===== config.mk =====
export PLATFORM = sky130hd
export DESIGN_NAME = two_stacks_shared_memory_flat
export DESIGN_NICKNAME = d
export VERILOG_FILES = /design/src/hw/rtl/tssm_pkg.sv /design/src/hw/rtl/tssm_req_if.sv /design/src/hw/rtl/tssm_rsp_if.sv /design/src/hw/rtl/tssm_ctrl.sv /design/src/hw/rtl/tssm_datapath.sv /design/src/hw/rtl/two_stacks_shared_memory.sv /design/src/flat_wrapper.sv
export SDC_FILE = /design/constraint.sdc
export NUM_CORES = 1
export LEC_CHECK = 0
export BUFFER_PORTS_ARGS = -buffer_cell sky130_fd_sc_hd__buf_2
export CAP_MARGIN = 10
export CORE_ASPECT_RATIO = 1.25
export CORE_MARGIN = 3
export CORE_UTILIZATION = 45
export DETAILED_ROUTE_END_ITERATION = 6
export PLACE_DENSITY_LB_ADDON = 0.2
export RECOVER_POWER = 50
export SLEW_MARGIN = 0
export SYNTH_ARGS = -nofsm -noshare
export SYNTH_HDL_FRONTEND = slang
export SYNTH_SLANG_ARGS = --single-unit

===== constraint.sdc =====
create_clock -name clk -period 5.7 [get_ports clk]
set_clock_uncertainty 0.05 [all_clocks]
set_input_delay 0.285 -clock clk [delete_from_list [all_inputs] [get_ports clk]]
set_output_delay 0.285 -clock clk [all_outputs]
set_load 0.005 [all_outputs]

===== src/hw/rtl/tssm_pkg.sv =====
`timescale 1ns / 1ps
`default_nettype none
// ----------------------------------------------------------------------------
// tssm_pkg
// Shared constants and types for the two-stack shared memory block.
// ----------------------------------------------------------------------------
package tssm_pkg;

	localparam int DEPTH  = 16;
	localparam int WORD_W = 32;
	localparam int ADDR_W = (DEPTH > 1) ? $clog2(DEPTH) : 1;
	localparam int CNT_W  = $clog2(DEPTH + 1);

	localparam logic [CNT_W-1:0] DEPTH_C   = CNT_W'(DEPTH);
	localparam logic [CNT_W:0]   DEPTH_SUM = (CNT_W + 1)'(DEPTH);

	localparam logic [1:0] REQ_PUSH_LOW  = 2'd0;
	localparam logic [1:0] REQ_PUSH_HIGH = 2'd1;
	localparam logic [1:0] REQ_POP_LOW   = 2'd2;
	localparam logic [1:0] REQ_POP_HIGH  = 2'd3;

	localparam logic [1:0] ST_OK        = 2'd0;
	localparam logic [1:0] ST_OVERFLOW  = 2'd1;
	localparam logic [1:0] ST_UNDERFLOW = 2'd2;

	typedef struct packed {
		logic load;   // take the request in this cycle
	} ctl_cmd_t;

endpackage
`default_nettype wire


===== src/hw/rtl/tssm_req_if.sv =====
`timescale 1ns / 1ps
`default_nettype none
// ----------------------------------------------------------------------------
// tssm_req_if
// Request channel: stack operation code and word to push.
// ----------------------------------------------------------------------------
interface tssm_req_if;
	logic                                valid;
	logic                                ready;
	logic [1:0]                          req_type;
	logic signed [tssm_pkg::WORD_W-1:0]  push_value;

	modport source (output valid, output req_type, output push_value, input ready);
	modport sink   (input valid, input req_type, input push_value, output ready);
endinterface
`default_nettype wire


===== src/hw/rtl/tssm_rsp_if.sv =====
`timescale 1ns / 1ps
`default_nettype none
// ----------------------------------------------------------------------------
// tssm_rsp_if
// Response channel: popped word and status code.
// ----------------------------------------------------------------------------
interface tssm_rsp_if;
	logic                                valid;
	logic                                ready;
	logic signed [tssm_pkg::WORD_W-1:0]  pop_value;
	logic [1:0]                          status;

	modport source (output valid, output pop_value, output status, input ready);
	modport sink   (input valid, input pop_value, input status, output ready);
endinterface
`default_nettype wire


===== src/hw/rtl/tssm_ctrl.sv =====
`timescale 1ns / 1ps
`default_nettype none
// ----------------------------------------------------------------------------
// tssm_ctrl
// Handshake controller: tracks whether a result is waiting and issues loads.
// ----------------------------------------------------------------------------
module tssm_ctrl (
	input  wire logic              clk,
	input  wire logic              arst_n,
	input  wire logic              in_valid,
	output logic                   in_ready,
	output logic                   out_valid,
	input  wire logic              out_ready,
	output tssm_pkg::ctl_cmd_t     cmd
);

	localparam logic S_EMPTY = 1'b0;
	localparam logic S_FULL  = 1'b1;

	logic state_q;
	logic state_d;

	// a new request may enter while the old result leaves
	assign in_ready  = (state_q == S_EMPTY) || out_ready;
	assign out_valid = (state_q == S_FULL);
	assign cmd.load  = in_valid && in_ready;

	always_comb begin
		state_d = state_q;
		unique case (state_q)
			S_EMPTY: begin
				if (cmd.load) state_d = S_FULL;
			end
			S_FULL: begin
				if (cmd.load) state_d = S_FULL;
				else if (out_ready) state_d = S_EMPTY;
			end
			default: state_d = S_EMPTY;
		endcase
	end

	always_ff @(posedge clk or negedge arst_n) begin
		if (!arst_n) begin
			state_q <= S_EMPTY;
		end else begin
			state_q <= state_d;
		end
	end

endmodule
`default_nettype wire


===== src/hw/rtl/tssm_datapath.sv =====
`timescale 1ns / 1ps
`default_nettype none
// ----------------------------------------------------------------------------
// tssm_datapath
// Shared word memory, the two stack counts and the result register.
// ----------------------------------------------------------------------------
module tssm_datapath (
	input  wire logic                                clk,
	input  wire logic                                arst_n,
	input  wire tssm_pkg::ctl_cmd_t                  cmd,
	input  wire logic [1:0]                          req_type,
	input  wire logic signed [tssm_pkg::WORD_W-1:0]  push_value,
	output logic signed [tssm_pkg::WORD_W-1:0]       pop_value,
	output logic [1:0]                               status
);

	logic [tssm_pkg::WORD_W-1:0] mem [tssm_pkg::DEPTH];

	logic [tssm_pkg::CNT_W-1:0]  cnt_low_q;
	logic [tssm_pkg::CNT_W-1:0]  cnt_high_q;
	logic [tssm_pkg::CNT_W-1:0]  cnt_low_d;
	logic [tssm_pkg::CNT_W-1:0]  cnt_high_d;
	logic [tssm_pkg::WORD_W-1:0] rdata_q;
	logic [1:0]                  status_q;
	logic                        pop_ok_q;

	logic [tssm_pkg::CNT_W:0]    used;
	logic                        has_free;
	logic [tssm_pkg::CNT_W-1:0]  low_dec;
	logic [tssm_pkg::CNT_W-1:0]  high_push_pos;
	logic [tssm_pkg::CNT_W-1:0]  high_pop_pos;
	logic                        wr_en;
	logic                        rd_en;
	logic [tssm_pkg::ADDR_W-1:0] wr_addr;
	logic [tssm_pkg::ADDR_W-1:0] rd_addr;
	logic [1:0]                  status_d;

	assign used          = {1'b0, cnt_low_q} + {1'b0, cnt_high_q};
	assign has_free      = used < tssm_pkg::DEPTH_SUM;
	assign low_dec       = cnt_low_q - tssm_pkg::CNT_W'(1);
	assign high_push_pos = tssm_pkg::DEPTH_C - cnt_high_q - tssm_pkg::CNT_W'(1);
	assign high_pop_pos  = tssm_pkg::DEPTH_C - cnt_high_q;

	always_comb begin
		wr_en      = 1'b0;
		rd_en      = 1'b0;
		wr_addr    = cnt_low_q[tssm_pkg::ADDR_W-1:0];
		rd_addr    = low_dec[tssm_pkg::ADDR_W-1:0];
		cnt_low_d  = cnt_low_q;
		cnt_high_d = cnt_high_q;
		status_d   = tssm_pkg::ST_OK;
		unique case (req_type)
			tssm_pkg::REQ_PUSH_LOW: begin
				if (has_free) begin
					wr_en     = 1'b1;
					cnt_low_d = cnt_low_q + tssm_pkg::CNT_W'(1);
				end else begin
					status_d = tssm_pkg::ST_OVERFLOW;
				end
			end
			tssm_pkg::REQ_PUSH_HIGH: begin
				wr_addr = high_push_pos[tssm_pkg::ADDR_W-1:0];
				if (has_free) begin
					wr_en      = 1'b1;
					cnt_high_d = cnt_high_q + tssm_pkg::CNT_W'(1);
				end else begin
					status_d = tssm_pkg::ST_OVERFLOW;
				end
			end
			tssm_pkg::REQ_POP_LOW: begin
				if (cnt_low_q != '0) begin
					rd_en     = 1'b1;
					cnt_low_d = low_dec;
				end else begin
					status_d = tssm_pkg::ST_UNDERFLOW;
				end
			end
			tssm_pkg::REQ_POP_HIGH: begin
				rd_addr = high_pop_pos[tssm_pkg::ADDR_W-1:0];
				if (cnt_high_q != '0) begin
					rd_en      = 1'b1;
					cnt_high_d = cnt_high_q - tssm_pkg::CNT_W'(1);
				end else begin
					status_d = tssm_pkg::ST_UNDERFLOW;
				end
			end
			default: status_d = tssm_pkg::ST_OK;
		endcase
	end

	always_ff @(posedge clk) begin
		if (cmd.load && wr_en) begin
			mem[wr_addr] <= push_value;
		end
	end

	always_ff @(posedge clk) begin
		if (cmd.load && rd_en) begin
			rdata_q <= mem[rd_addr];
		end
	end

	always_ff @(posedge clk or negedge arst_n) begin
		if (!arst_n) begin
			cnt_low_q  <= '0;
			cnt_high_q <= '0;
			status_q   <= tssm_pkg::ST_OK;
			pop_ok_q   <= 1'b0;
		end else if (cmd.load) begin
			cnt_low_q  <= cnt_low_d;
			cnt_high_q <= cnt_high_d;
			status_q   <= status_d;
			pop_ok_q   <= rd_en;
		end
	end

	// underflow answers all ones, a push answers zero
	always_comb begin
		if (status_q == tssm_pkg::ST_UNDERFLOW) begin
			pop_value = '1;
		end else if (pop_ok_q) begin
			pop_value = rdata_q;
		end else begin
			pop_value = '0;
		end
	end

	assign status = status_q;

endmodule
`default_nettype wire


===== src/hw/rtl/two_stacks_shared_memory.sv =====
`timescale 1ns / 1ps
`default_nettype none
// a result is registered and offered in the cycle after its request transfer
// throughput: one request per cycle while results are taken as offered
// the result register holds while the sink stalls; the request side waits then
// reset clears the stack counts and status flags but not the read data; memory
// words stay undefined until pushed, and are never read before that
// ----------------------------------------------------------------------------
// two_stacks_shared_memory
// Two LIFO stacks in one word memory, one growing up and one growing down.
// ----------------------------------------------------------------------------
module two_stacks_shared_memory (
	input  wire logic   clk,
	input  wire logic   arst_n,
	tssm_req_if.sink    req,
	tssm_rsp_if.source  rsp
);

	tssm_pkg::ctl_cmd_t cmd;

	tssm_ctrl u_ctrl (
		.clk       (clk),
		.arst_n    (arst_n),
		.in_valid  (req.valid),
		.in_ready  (req.ready),
		.out_valid (rsp.valid),
		.out_ready (rsp.ready),
		.cmd       (cmd)
	);

	tssm_datapath u_datapath (
		.clk        (clk),
		.arst_n     (arst_n),
		.cmd        (cmd),
		.req_type   (req.req_type),
		.push_value (req.push_value),
		.pop_value  (rsp.pop_value),
		.status     (rsp.status)
	);

endmodule
`default_nettype wire


===== src/flat_wrapper.sv =====
// flat-port wrapper written by rule: the top's interface ports become plain ports
module two_stacks_shared_memory_flat 
  (clk, arst_n, req_valid, req_req_type, req_push_value, req_ready, rsp_valid, rsp_pop_value, rsp_status, rsp_ready);
  tssm_req_if req_i ();
  tssm_rsp_if rsp_i ();
  input  wire logic clk;
  input  wire logic arst_n;
  input wire logic [$bits(req_i.valid)-1:0] req_valid;
  input wire logic [$bits(req_i.req_type)-1:0] req_req_type;
  input wire logic [$bits(req_i.push_value)-1:0] req_push_value;
  output wire logic [$bits(req_i.ready)-1:0] req_ready;
  output wire logic [$bits(rsp_i.valid)-1:0] rsp_valid;
  output wire logic [$bits(rsp_i.pop_value)-1:0] rsp_pop_value;
  output wire logic [$bits(rsp_i.status)-1:0] rsp_status;
  input wire logic [$bits(rsp_i.ready)-1:0] rsp_ready;
  assign req_i.valid = req_valid;
  assign req_i.req_type = req_req_type;
  assign req_i.push_value = req_push_value;
  assign req_ready = req_i.ready;
  assign rsp_valid = rsp_i.valid;
  assign rsp_pop_value = rsp_i.pop_value;
  assign rsp_status = rsp_i.status;
  assign rsp_i.ready = rsp_ready;
  two_stacks_shared_memory u_core (.clk(clk), .arst_n(arst_n), .req(req_i), .rsp(rsp_i));
endmodule

## Word level (Yosys, flattened, before mapping)

Memories as Yosys holds them, arrays and structs flattened. A register that Yosys moved wholly into a read port is not among the register bits.
Index checks and enable logic that the tools add are counted.

| storage, ports and cells | value |
|---|---|
| bits in writable memories | 512 |
| memories kept | 1 |
| word-level logic and storage cells | 60 |
| bits in registers | 14 |

Memories:

| name | words | width | read ports | clocked after memory_dff | write ports | line | text |
|---|---|---|---|---|---|---|---|
| u_core.u_datapath.mem | 16 | 32 | 1 | 1 | 1 | tssm_datapath.sv:17 | `logic [tssm_pkg::WORD_W-1:0] mem [tssm_pkg::DEPTH];` |

| operators by class | value |
|---|---|
| equality and inequality tests | 8 |
| order comparisons | 1 |
| bitwise operators | 1 |
| reduce and logical (&&, ||, !) cells | 12 |
| add/subtract/negate cells | 7 |
| mux-type cells | 25 |

Operators with widths:

| cell | number |
|---|---|
| 32-bit 2-to-1 mux | 2 |
| 5-bit 2-to-1 mux | 4 |
| 5-bit one-hot mux with 2 select lines | 2 |
| 5-bit by 1-bit adder with 5-bit output (second input constant) | 2 |
| 1-bit 2-to-1 mux | 10 |
| 5-bit nonzero test | 2 |
| 5-bit by 1-bit subtractor with 5-bit output (second input constant) | 2 |
| 4-bit 2-to-1 mux | 2 |
| 2-bit != test (second input constant) | 4 |
| 4-bit AND reduction | 2 |
| 5-bit by 5-bit adder with 6-bit output | 1 |
| 2-bit == test (second input constant) | 3 |
| 6-bit by 5-bit < comparator with 1-bit output (second input constant) | 1 |
| 2-bit one-hot mux with 3 select lines | 1 |
| 2-bit 2-to-1 mux | 2 |
| 1-bit one-hot mux with 2 select lines | 2 |
| 2-bit nonzero test | 2 |
| 1-bit by 4-bit subtractor with 4-bit output (first input constant) | 1 |
| 4-bit by 1-bit subtractor with 4-bit output (second input constant) | 1 |
| 1-bit logical AND | 3 |
| 2-bit by 1-bit == test with 1-bit output (second input constant) | 1 |
| 2-bit zero test | 1 |
| 2-bit OR reduction | 1 |
| 1-bit logical OR | 1 |
| 1-bit NOT | 1 |

## Logic depth before layout (Yosys ltp)

| depth | value |
|---|---|
| depth in word-level cells | 7 |
| depth in mapped cells | 11 |
| depth with buffers taken out | 8 |

## By module

Synthesis repeated with hierarchy kept, for this count alone.

| second synthesis, totals | value |
|---|---|
| cell total of the unflattened synthesis | 1,045 |
| area, all modules | 22,094.9 um2 |

Modules (own cells, without submodules):

| module | sequential area each (um2) | instances | cells each | area each (um2) |
|---|---|---|---|---|
| tssm_datapath | 16,661.0 | 1 | 1,041 | 22,041.1 |
| tssm_ctrl | 25.0 | 1 | 4 | 53.8 |

## Worst setup path after synthesis

No wires, ideal clock.

| path | value |
|---|---|
| kind | flip-flop to flip-flop |
| start point | reg u_core.u_datapath.cnt_high_q[0] in the netlist's numbering |
| end point | mem u_core.u_datapath.mem[0][0] in the netlist's numbering (enable) |
| stages on the path, launching flop included | 10 |
| path slack | 1,671 ps |
| clock period less this slack | 4,029 ps |
| data arrival time | 3,548 ps |
| cells stage by stage | dfrtp_1 > buf_2 > inv_1 > ha_1 > clkbuf_1 > nor2b_1 > a211oi_1 > nor2_1 > o31a_1 > a21oi_1 |

| between the ends | value |
|---|---|
| word-level cells in the longest chain between the ends | 7 |
| elaborated cells between the ends (all ways) | 10 |
| those cells by class | 3 x add/sub; 1 x order compare; 5 x mux; 1 x reduce/logical |

RTL lines:

| element | line | text |
|---|---|---|
| from (decl) | tssm_datapath.sv:20 | `logic [tssm_pkg::CNT_W-1:0] cnt_high_q;` |
| from (signal assigned) | tssm_datapath.sv:111 | `cnt_high_q <= cnt_high_d;` |
| 5-bit by 5-bit adder with 6-bit output | tssm_datapath.sv:38 | `assign used = {1'b0, cnt_low_q} + {1'b0, cnt_high_q};` |
| 6-bit by 5-bit < comparator with 1-bit output | tssm_datapath.sv:39 | `assign has_free = used < tssm_pkg::DEPTH_SUM;` |
| 1-bit 2-to-1 mux | tssm_datapath.sv:54, tssm_datapath.sv:63 |  |
| 1-bit 2-to-1 mux | - |  |
| 1-bit logical AND | tssm_datapath.sv:92 | `if (cmd.load && wr_en) begin` |
| 1-bit 2-to-1 mux | tssm_datapath.sv:92 |  |
| 1-bit 2-to-1 mux (implied by the code) | tssm_datapath.sv:93 | `mem[wr_addr] <= push_value;` |
| to (decl) | tssm_datapath.sv:17 |  |

Parallel ways exist; a longest one is shown, timed or not.

## Final worst setup path

| path | value |
|---|---|
| start point | reg u_core.u_datapath.cnt_high_q[2] in the netlist's numbering |
| end point | mem u_core.u_datapath.mem[15][16] in the netlist's numbering (enable) |

The elaborated chain is that of the path after synthesis.

==> tab_implementation.tex <==
\begin{tabular}{lr}
\hline
Metric & Value \\
\hline
\multicolumn{2}{l}{\textbf{Run status}} \\
\quad Outcome & finished, violations left \\
\quad Violations in the final reports & max-capacitance violations, max-slew violations \\
\multicolumn{2}{l}{\textbf{Route}} \\
\quad Routed via count & 10300 \\
\quad Vias per cell & 5.57 \\
\quad Detail-routed net length per standard cell & 25.5 um \\
\quad Count of antenna-violating nets left after detailed routing & 0 \\
\quad First-pass detailed-route iteration total & 5 \\
\quad Overall routed net length & 47300 um \\
\quad DRC violation count after routing & 0 \\
\quad DRC marker count from the first detailed-route iteration & 811 \\
\multicolumn{2}{l}{\textbf{Cells and area}} \\
\quad Sequential Area & 16700 um2 \\
\quad Number of fill cells & 3895 \\
\quad Antenna diodes & 0 \\
\quad Multi-input logic area & 5270 um2 \\
\quad Post-layout util & 51.9\% \\
\quad Synthesis-to-finish area growth & 13.6\% \\
\quad Share of cells above drive strength 1 & 22.2\% \\
\quad Count of nets after finishing & 1216 \\
\multicolumn{2}{l}{\textbf{STA}} \\
\quad Final-report setup violation count & 0 \\
\quad Timing-limited maximum frequency & 0.248 GHz \\
\quad Tightest Pin Transition & 1.82 ns \\
\quad RSZ-0062 raised after global routing & false \\
\quad Final-layout setup total negative slack & 0 ns \\
\quad Max-slew violation total from the final report & 33 \\
\quad Minimum clock period after layout & 4.04 ns \\
\quad Tightest slew margin relative to the limit & -21.1\% \\
\quad Portion of the clock cycle consumed by the worst path in the final layout & 70.8\% \\
\quad Fin. Hold Viols & 0 \\
\multicolumn{2}{l}{\textbf{Critical path}} \\
\quad Maximum fanout along the worst path & 17 \\
\quad CP max stage cell & a21oi\_4 \\
\quad Worst Setup Path Type & register to register \\
\quad Slowest Stage Delay on Critical Path & 0.75 ns \\
\quad Cell family with most CP delay & simple AND/OR/NAND/NOR gates \\
\quad CP arrival & 4.26 ns \\
\quad Series of cell instances along the critical path & ha\_1, a21oi\_1, a21boi\_0, nor4\_1, nand3\_1, a21oi\_4, buf\_4 \\
\quad Data required time at the worst endpoint & 5.92 ns \\
\quad Critical Path Sink Type & register \\
\quad WP buf/inv & 1 \\
\quad Startpoint types & register \\
\multicolumn{2}{l}{\textbf{Floorplan}} \\
\quad Total number of placement rows & 90 \\
\quad Placeable Area & 48400 um2 \\
\quad Die X & 204 um \\
\quad Die area & 51800 um2 \\
\quad Count of boundary I/O pins & 74 \\
\quad Effective utilization at floorplan & 45.7\% \\
\quad Chip Height & 254 um \\
\multicolumn{2}{l}{\textbf{Pwr}} \\
\quad Leakage dissipation & 8.38 nW \\
\quad Power per unit of standard cell area & 494 nW/um2 \\
\quad Worst VDD drop & 0.365 mV \\
\multicolumn{2}{l}{\textbf{Yosys}} \\
\quad Largest cells by area after synthesis & edfxtp\_1 74\%, mux4\_2 13\%, mux2i\_1 4.7\%, dfrtp\_1 1.6\%, nand2\_1 1.3\% \\
\quad Post-Synthesis Cells & 1054 \\
\quad Distinct cell type count after synthesis & 50 \\
\quad Cell accounting for the most synthesized area & edfxtp\_1 \\
\quad Number of synthesized flops with an enable pin & 544 \\
\quad Most numerous cell in the Yosys netlist & edfxtp\_1 \\
\quad Ys Warns & 0 \\
\quad Sequential-to-total area share from yosys stat & 75.5\% \\
\quad Synth top cells by count & 544 x edfxtp\_1, 128 x mux4\_2, 103 x mux2i\_1, 74 x nand2\_1, 23 x buf\_2 \\
\quad Synthesis-stage register bit count & 558 \\
\quad Area share of the leading cell type in the synthesized netlist & 73.9\% \\
\quad Async set-or-reset flop fraction in the synthesized netlist & 2.51\% \\
\quad Synthesized area per cell & 21.0 um2 \\
\quad Leading register cell type out of synthesis & edfxtp\_1 \\
\quad Post-synth design cell area & 22100 um2 \\
\quad Synthesized netlist net count & 1104 \\
\multicolumn{2}{l}{\textbf{Placement}} \\
\quad RePlAce Congestion & 0.824 \\
\quad Port Buffer Count & 73 \\
\quad Half-perimeter wire length after placement & 27700 um \\
\multicolumn{2}{l}{\textbf{Clock network}} \\
\quad Cts hold-fix bufs & 18 \\
\quad CTS tree & yes \\
\quad Source-to-sink clock delay at the later pin of the worst-skew pair & 0.61 ns \\
\quad Maximum count of clock buffers along a single path & 3 \\
\quad Clock slew seen by the registers of the worst setup and hold paths & 0.06 ns \\
\quad CTS resizes & 0 \\
\quad Sink Count & 558 \\
\quad Post CTS Setup Buffer Count & 0 \\
\quad Cts bufs inserted & 53 \\
\quad Root Buffer Master & clkbuf\_16 \\
\quad Count of H-tree levels built during CTS & 2 \\
\multicolumn{2}{l}{\textbf{Global routing}} \\
\quad Pin count of the biggest net entering global routing & 67 \\
\quad Wire length of the first global-routing pass & 71100 um \\
\quad Total global routing overflow & 0 \\
\quad Number of global-route vias before repair & 10900 \\
\quad GRT Util Overall & 18.6\% \\
\quad Number of antenna violations at the first check in global routing & 0 \\
\multicolumn{2}{l}{\textbf{Flow run}} \\
\quad Total of max-cap violations & 1 \\
\multicolumn{2}{l}{\textbf{Min path}} \\
\quad Hold/Removal Path Class & primary input to register \\
\hline
\end{tabular}
-- metrics by stage --
| step | cell area (um2) | instances | worst slack [ns] | power, mW | hold slack (ns) |
|---|---|---|---|---|---|
| 2_1_floorplan | 22100 | 1054 | 1.67 | 8.02 | -0.0606 |
| 3_3_place_gp | 23300 | 1737 | 1.67 | 9.15 | 0.167 |
| 3_5_place_dp | 23300 | 1737 | 1.68 | 9.17 | 0.175 |
| 4_1_cts | 25200 | 1853 | 1.68 | 12.6 | 0.000206 |
| 5_1_grt | 25100 | 1853 | 1.36 | 13.0 | 0.0681 |
| 6_report | 25100 | 1853 | 1.66 | 12.4 | 0.0393 |
-- cell usage in the layout, fill, tap and decap left out, drive strengths merged, types with 4 or more instances in the layout --
cell type    netlist  final
nand2             75     75
nor2b              4      4
mux2i            103    103
ha                11     11
mux4             128    128
nor4               6      6
xor2               7      7
xnor2              5      5
clkinv             0     27
o21ai              7      7
bufinv             0      4
dfrtp             14     14
buf               39     44
nand2b             6      6
clkbuf            17    114
inv                8     12
nor3               6      6
nor2              13     13
dlygate4sd3        0     18
a21oi             16     16
edfxtp           544    544
nand3              9      9
-- layer usage --
layer | wire length, um | share of wire (%) | track usage, %
met1 | 20400 | 43 | 25.6
met2 | 24200 | 51 | 31.4
met3 | 1740 | 3.7 | 2.60
met4 | 1020 | 2.1 | 5.39
met5 | 0 | 0 | 0
-- worst paths after layout --
check | from | endpoint | slack (ns) | cells past startpoint
min reg2reg | u_core.u_datapath.cnt_low_q[4]$_DFFE_PN0P_ | u_core.u_datapath.cnt_low_q[4]$_DFFE_PN0P_ | 0.46 | 1
max reg2reg | u_core.u_datapath.cnt_high_q[2]$_DFFE_PN0P_ | u_core.u_datapath.mem[15][16]$_DFFE_PP_ | 1.66 | 7
max in group asynchronous | arst_n | u_core.u_datapath.status[1]$_DFFE_PN0P_ | 4.80 | 2
min in group asynchronous | arst_n | u_core.u_datapath.cnt_high_q[3]$_DFFE_PN0P_ | 0.27 | 2
max | u_core.u_datapath.cnt_high_q[2]$_DFFE_PN0P_ | u_core.u_datapath.mem[15][16]$_DFFE_PP_ | 1.66 | 7
min | req_req_type[1] | u_core.u_datapath.status[1]$_DFFE_PN0P_ | 0.04 | 3
-- sequential cells by signal, indices dropped and copies added (netlist names) --
name                          cells
u_core.u_datapath.cnt_high_q      5
u_core.u_datapath.rdata_q        32
u_core.u_datapath.mem           512
u_core.u_datapath.cnt_low_q       5
u_core.u_datapath.pop_ok_q        1
u_core.u_datapath.status          2
u_core.u_ctrl.out_valid           1
-- kinds of logic (layout without fill, tap and decap cells) --
logic type | after synthesis | in the layout | share of synthesized area (%)
AOI/OAI and AO/OA | 44 | 44 | 1.31
xor gates and xnor gates | 12 | 12 | 0.475
adders and majority gates | 12 | 12 | 0.713
buffers and inverters | 64 | 219 | 1.51
DFF | 558 | 558 | 75.5
muxes | 232 | 232 | 17.8
and+or+nand+nor | 132 | 132 | 2.76
-- where the power goes --
| group | total [mW] | switching, mW | internal, mW | leakage [nW] |
|---|---|---|---|---|
| clock | 3.40 | 1.50 | 1.90 | 0.816 |
| combinational | 4.03 | 2.17 | 1.86 | 2.50 |
| sequential | 4.97 | 0.152 | 4.81 | 5.07 |
| total | 12.4 | 3.82 | 8.57 | 8.38 |
-- layout make-up --
cell class | count | share of cell area (%)
sequential | 558 | 66.5
clock inverter | 35 | 1.16
multi-input combinational | 432 | 21.0
timing repair buffer | 113 | 2.62
inverter | 8 | 0.120
tap | 644 | 3.21
clock buffer | 63 | 5.43
-- worst min-delay path: stages --
cell	delay, ns
buf_2	0.20
nand2_1	0.09
o21ai_0	0.06
No activity file was read; power rests on OpenSTA's default activity.
